--- src/design/pcc_pkg.sv ---
// Shared types, sizes and helpers for the pair co-clustering counter.
// Used by pcc_front, pcc_back and pair_coclustering_counter.
`timescale 1ns / 1ps

package pcc_pkg;

  // Store sizes
  localparam int unsigned MAX_ELEMENTS = 64;
  localparam int unsigned LABEL_BITS   = 8;
  localparam int unsigned COUNT_BITS   = 16;

  // Port field widths
  localparam int unsigned ACTION_W = 2;
  localparam int unsigned LABEL_W  = 8;
  localparam int unsigned INDEX_W  = 6;
  localparam int unsigned CFG_W    = 7;

  // Derived widths
  localparam int unsigned IDX_W     = $clog2(MAX_ELEMENTS);
  localparam int unsigned POS_W     = $clog2(MAX_ELEMENTS + 1);
  localparam int unsigned CNT_DEPTH = MAX_ELEMENTS * MAX_ELEMENTS;
  localparam int unsigned CAD_W     = $clog2(CNT_DEPTH);

  localparam int unsigned ECOUNT_RESET = 64;

  localparam logic [COUNT_BITS-1:0] COUNT_MAX = '1;

  // Command queue between front and back
  localparam int unsigned QDEPTH = 4;
  localparam int unsigned QA_W   = $clog2(QDEPTH);

  typedef enum logic [ACTION_W-1:0] {
    ACT_PUSH  = 2'd0,
    ACT_READ  = 2'd1,
    ACT_CLEAR = 2'd2,
    ACT_NOP   = 2'd3
  } pcc_action_e;

  typedef enum logic [1:0] {
    OP_PUSH  = 2'd0,
    OP_READ  = 2'd1,
    OP_CLEAR = 2'd2
  } pcc_op_e;

  typedef struct packed {
    pcc_op_e               op;
    logic [LABEL_BITS-1:0] label;
    logic [CAD_W-1:0]      addr;
    logic                  read_ok;
  } pcc_cmd_t;

  // Clamp the element count register into 2..MAX_ELEMENTS
  function automatic logic [POS_W-1:0] eff_count(logic [CFG_W-1:0] n);
    if (32'(n) < 32'd2) begin
      return POS_W'(2);
    end else if (32'(n) > 32'(MAX_ELEMENTS)) begin
      return POS_W'(MAX_ELEMENTS);
    end else begin
      return POS_W'(n);
    end
  endfunction

endpackage

--- src/design/pcc_front.sv ---
// Front end of the pair co-clustering counter: accepts input items,
// decodes the action, forms the count address and queues commands.
// Depends on pcc_pkg.
`timescale 1ns / 1ps

module pcc_front
  import pcc_pkg::*;
(
  input  logic                clk_i,
  input  logic                rst_ni,
  input  logic                in_valid_i,
  output logic                in_ready_o,
  input  logic [ACTION_W-1:0] action_i,
  input  logic [LABEL_W-1:0]  label_i,
  input  logic [INDEX_W-1:0]  row_index_i,
  input  logic [INDEX_W-1:0]  col_index_i,
  input  logic                init_busy_i,
  output logic                cmd_valid_o,
  input  logic                cmd_ready_i,
  output pcc_cmd_t            cmd_o
);

  pcc_cmd_t        queue_q [QDEPTH];
  logic [QA_W-1:0] wptr_q, wptr_d;
  logic [QA_W-1:0] rptr_q, rptr_d;
  logic [QA_W:0]   fill_q, fill_d;

  pcc_cmd_t new_cmd;
  logic     keep;
  logic     wr_en;
  logic     rd_en;

  // Decode the action and form the pair address for reads
  always_comb begin
    new_cmd.label   = LABEL_BITS'(label_i);
    new_cmd.read_ok = (row_index_i < col_index_i) &&
                      (32'(col_index_i) < 32'(MAX_ELEMENTS));
    new_cmd.addr    = '0;
    if (new_cmd.read_ok) begin
      new_cmd.addr = CAD_W'(CAD_W'(row_index_i) * CAD_W'(MAX_ELEMENTS))
                   + CAD_W'(col_index_i);
    end
    new_cmd.op = OP_PUSH;
    keep       = 1'b1;
    unique case (pcc_action_e'(action_i))
      ACT_PUSH:  new_cmd.op = OP_PUSH;
      ACT_READ:  new_cmd.op = OP_READ;
      ACT_CLEAR: new_cmd.op = OP_CLEAR;
      ACT_NOP:   keep = 1'b0;
      default:   keep = 1'b0;
    endcase
  end

  // Queue handshakes; drop items that do nothing
  assign in_ready_o  = (fill_q != (QA_W+1)'(QDEPTH)) && !init_busy_i;
  assign wr_en       = in_valid_i && in_ready_o && keep;
  assign cmd_valid_o = (fill_q != '0);
  assign rd_en       = cmd_valid_o && cmd_ready_i;
  assign cmd_o       = queue_q[rptr_q];

  always_comb begin
    wptr_d = wptr_q;
    rptr_d = rptr_q;
    fill_d = fill_q;
    if (wr_en) begin
      wptr_d = wptr_q + QA_W'(1);
    end
    if (rd_en) begin
      rptr_d = rptr_q + QA_W'(1);
    end
    if (wr_en && !rd_en) begin
      fill_d = fill_q + (QA_W+1)'(1);
    end else if (!wr_en && rd_en) begin
      fill_d = fill_q - (QA_W+1)'(1);
    end
  end

  always_ff @(posedge clk_i or negedge rst_ni) begin
    if (!rst_ni) begin
      wptr_q <= '0;
      rptr_q <= '0;
      fill_q <= '0;
    end else begin
      wptr_q <= wptr_d;
      rptr_q <= rptr_d;
      fill_q <= fill_d;
    end
  end

  // Hold queue entries
  always_ff @(posedge clk_i) begin
    if (wr_en) begin
      queue_q[wptr_q] <= new_cmd;
    end
  end

endmodule

--- config.mk ---
export PLATFORM = sky130hd
export DESIGN_NAME = pcc_front
export DESIGN_NICKNAME = d
export VERILOG_FILES = /design/src/design/pcc_pkg.sv /design/src/design/pcc_front.sv
export SDC_FILE = /design/constraint.sdc
export NUM_CORES = 1
export LEC_CHECK = 0
export BUFFER_PORTS_ARGS = -buffer_cell sky130_fd_sc_hd__clkbuf_2
export CAP_MARGIN = 0
export CELL_PAD_IN_SITES_DETAIL_PLACEMENT = 1
export CELL_PAD_IN_SITES_GLOBAL_PLACEMENT = 1
export CORE_MARGIN = 2
export CORE_UTILIZATION = 40
export CTS_BUF_LIST = sky130_fd_sc_hd__clkbuf_8
export DETAILED_ROUTE_END_ITERATION = 16
export HOLD_SLACK_MARGIN = 0.1
export PLACE_DENSITY_LB_ADDON = 0.08
export SYNTH_ARGS = -nofsm -noshare
export SYNTH_HDL_FRONTEND = slang
export SYNTH_SLANG_ARGS = --single-unit
--- constraint.sdc ---
create_clock -name clk_i -period 2.3 [get_ports clk_i]
set_clock_uncertainty 0.2 [all_clocks]
set_input_delay 0.46 -clock clk_i [delete_from_list [all_inputs] [get_ports clk_i]]
set_output_delay 0.46 -clock clk_i [all_outputs]
set_load 0.02 [all_outputs]
Word level (Yosys, flattened, before mapping)

Memories as Yosys holds them, arrays and structs flattened.
Index checks and enable logic that the tools add are counted.
Widths: inputs -> output; s select.

Magnitude comparators: 1
Shift-type cells: 0
Bitwise logic cells: 0
Add/sub/neg operators: 5
Divide/modulo/power cells: 0
$mul: 0
Mux-type cells: 7
Eq/ne operators: 4
Reductions and logical operators: 11

Operators with widths:

| operator            | number |
|---|---|
| $add 12x6->12       | 1 |
| $mux 12             | 1 |
| $logic_and 1x1->1   | 6 |
| $lt 6x6->1          | 1 |
| $mux 3              | 2 |
| $add 2x1->2 const B | 2 |
| $eq 2x2->1 const B  | 2 |
| $pmux 2 s2          | 1 |
| $add 3x1->3 const B | 1 |
| $logic_not 1->1     | 3 |
| $mux 1              | 3 |
| $ne 3x3->1 const B  | 1 |
| $reduce_bool 3->1   | 1 |
| $sub 3x1->3 const B | 1 |
| $eq 2x1->1 const B  | 1 |
| $reduce_bool 2->1   | 1 |

Memory bits (read-only): 0
Bits in writable memories: 92
Bits of input ports: 27
Logic and storage cells: 32
Output and inout bits: 25
Latch bits: 0
Memories kept: 1
Flip-flop bits (word level): 7

Memories:

| memory  | words | bits a word | rd ports | clocked after Yosys merged registers in | write ports | line            | RTL |
|---|---|---|---|---|---|---|---|
| queue_q | 4     | 23          | 1        | 0                                       | 1           | pcc_front.sv:23 | `pcc_cmd_t queue_q [QDEPTH];` |

Depth between registers and ports, before layout

Depth in word-level cells: 8
Depth in mapped cells: 8
Depth with buffers taken out: 8

Worst setup path before layout

Ideal clock, no wire load.

Path type: reg-to-reg
From: reg fill_q[1]
To: reg fill_q[2]
Period minus slack after synthesis: 2307 ps
Data required time: 2021 ps
Stages on the path, launching flop included: 9
Buffers on the path: 0
Path slack: -7 ps
Data arrival time: 2028 ps
Setup time: 79 ps
Path through: dfrtp_1 or3_1 nand2_1 ha_1 inv_1 fa_1 xor2_1 nor2_1 xor2_1

Elaborated cells between the ends (all ways): 15
Those cells by class: add/sub: 2; eq/ne: 1; mux: 2; reduce/logical: 10

RTL lines:

| item                                               | line            | RTL |
|---|---|---|
| start, declared                                    | pcc_front.sv:26 | `logic [QA_W:0] fill_q, fill_d;` |
| start signal, assigned                             | pcc_front.sv:86 | `fill_q <= fill_d;` |
| $reduce_bool 3->1 *                                | pcc_front.sv:57 | `assign cmd_valid_o = (fill_q != '0);` |
| named net cmd_valid_o                              | pcc_front.sv:18 | `output logic cmd_valid_o,` |
| $logic_and 1x1->1 *                                | pcc_front.sv:58 | `assign rd_en = cmd_valid_o && cmd_ready_i;` |
| $logic_not 1->1                                    | pcc_front.sv:71 | `if (wr_en && !rd_en) begin` |
| $logic_and 1x1->1                                  | pcc_front.sv:71 |  |
| $mux 3 / $reduce_bool 2->1 (equally long branches) | n/a             |  |

Mark *: on every way through the listed nets, which the timed path passes. The rest lies on a longest branch. The select of a mux whose other input is x is not followed.
A chain may end at the register's enable or synchronous reset.

==> metrics.cfg <==
[global_route]
met3_usage_pct=2.88
grt_pass1_vias=2215
antenna_found_initial=0
grt_use_total_pct=14.6
grt_pass1_wl_um=11900
grt_max_degree=24
grt_use_met2_pct=23.2
top_usage_layer=met2
grtUsageMet1_pct=19.6
overflow=0

[status]
failed_checks=negative setup slack
status=finished with violations

[flow_run]
drv_cap=0

[timing]
finalCritPeriodShare_pct=104
max_slew.worst_pin.slew_ns=0.502
slew_viol_final=0
setup_viol=23
slew_headroom_pct=66.3
max_freq_mhz=420
hold_viol=0
min_period_ns=2.38
grt_setup_unrepaired=true
setup_slack_ns=-0.0834
fin_tns_setup_ns=-0.729

[clocking]
path_clk_slew_ns=0.10
clockBufferDepth=2
cts-root-buf=clkbuf_8
cts.sinks=99
cts_tree=done
clock_latency_ns=0.36
htreeDepth=3
numCtsBuffers=9

[route]
num_vias=2036
wl_um=7600
routed_via_density=4.86
first_pass_iters=4
dr.first_iter.drc_count=44
wire_per_inst_um=18.1
drtAntennaViolNets=0
drc=0

[placed_design]
dp_hpwl_um=4840
placed_area_sq_um=4630
io_buffers=51
place_congestion=0.712

[synthesis]
synthesis.area_sq_um=4030
synthesis.nets=238
syn_area_per_cell_sq_um=20.2
synth_seq_area_share_pct=72.8
synthCells=200
synth.top_cell.area_share_pct=68.5
synth-warning-count=0
ys_ff_latch=99
yosys-top-cells-area=edfxtp_1 (68%), mux4_2 (12%), dfrtp_1 (4.3%)
ys_types=29
synth_top_cell_by_area=edfxtp_1

[floorplanning]
die_w_um=104
dieArea_sq_um=10900
coreArea_sq_um=9770
initial_core_util_pct=41.3
fp-row-count=36
pin_count=52
die_h_um=104

[power]
powerDensity_nw_per_um2=1080
p_leak_nw=1.82
vdd_drop_max_v=0.000388

[cells_and_area]
final_area_sq_um=4940
final_cell_mix=edfxtp_1 (92), clkbuf_2 (37), mux4_2 (23), buf_4 (18), inv_1 (15)
fin_nets=319
antenna_cells=0
synthToLayoutAreaGrowth_pct=22.4
layout_commonest_cell=edfxtp_1
drive_gt1_share_pct=42.3

[critical_path]
worstPathMaxFanout=8
critPathLaunchType=flop
crit_arrival_ns=1.72
critPathKind=flop to output pin
endpoint_kind=output pin
crit_required_ns=1.64

[min_path]
hold_path_class=input port to flop

## state kept, by name, summed over array words and instances (netlist names)
name / flops
queue_q: 92
fill_q: 3
rptr_q: 2
wptr_q: 2
## logic make-up after synthesis
| logic type | synth area share [%] |
|---|---|
| flops | 72.8 |
| mux | 13.6 |
| buf+inv | 2.92 |
| compound gates | 3.78 |
| simple gates | 1.99 |
| fa+ha+maj | 3.60 |
| xor+xnor | 1.30 |
## metrics by stage
stage	setup slack (ns)	hold slack [ns]	cells	total power (W)	utilization, %
floorplan	0.0512	-0.0356	200	0.00359	-
global route	-0.153	0.103	419	0.00561	50.5
detailed placement	-0.0197	0.124	398	0.00419	47.4
global placement	0.0428	0.120	398	0.00417	47.4
CTS	-0.130	0.106	417	0.00519	49.4
finish	-0.0834	0.123	419	0.00532	50.5
## area by class of cell
| type | instances | area, sq um |
|---|---|---|
| Timing Repair Buffer | 79 | 619 |
| Fill cell | 942 | 4840 |
| Inverter | 15 | 56.3 |
| Sequential cell | 99 | 2940 |
| Multi-Input combinational cell | 77 | 990 |
| Clock inverter | 7 | 43.8 |
| Clock buffer | 9 | 124 |
| Tap cell | 133 | 166 |
## synthesized netlist by cell type
cell type,count
nand2b_1,1
nand3_1,1
nor2_1,3
fa_1,1
inv_1,15
and2_2,1
buf_2,4
buf_6,3
xor2_1,2
nand2_1,3
a211oi_1,12
mux4_1,1
edfxtp_1,92
a211oi_4,1
o21ai_0,1
dfrtp_1,7
mux2_4,1
and2b_1,1
mux2_2,1
ha_1,10
a21o_1,1
a21oi_1,4
a21bo_1,1
clkbuf_1,2
xnor2_1,4
or3_1,1
nor2b_1,1
mux4_2,22
and2_1,3
## critical path: stages (launching register included)
cell and delay, ns:
dfrtp_2 0.45, buf_6 0.19, mux4_2 0.54, clkbuf_2 0.18
## final timing paths
kind	from	to	cells past startpoint	slack [ns]
max in group asynchronous	rst_ni	rptr_q[0]	2	1.43
worst min register to register	fill_q[1]	fill_q[1]	1	0.39
min in group asynchronous	rst_ni	wptr_q[0]	2	0.28
worst max-delay path	rptr_q[0]	cmd_o[3]	3	-0.08
worst max register to register	fill_q[2]	fill_q[2]	8	0.08
worst min-delay path	label_i[1]	queue_q[2][14]	1	0.12
## routing by layer
layer  share of wire (%)  vias to the layer above
met4                 1.4                        0
met2                  50                       44
met5                   0                        -
met3                 3.5                        9
li1                    -                      952
met1                  46                     1031
## report_power, final
| part | total [W] | switching, W | internal (W) |
|---|---|---|---|
| combinational | 0.00204 | 0.00103 | 0.00102 |
| clock | 0.000980 | 0.000590 | 0.000390 |
| sequential | 0.00230 | 0.000107 | 0.00219 |
## repair_timing
item                       4_1_cts  5_1_grt
hold buffers                     3        0
setup buffers                    0        1
setup endpoints to repair       23       24
pin swaps                        0        2
hold endpoints to repair        15        0
gates resized for setup          0       40
gates cloned                     0        1
(Power assumes the default switching activity.)
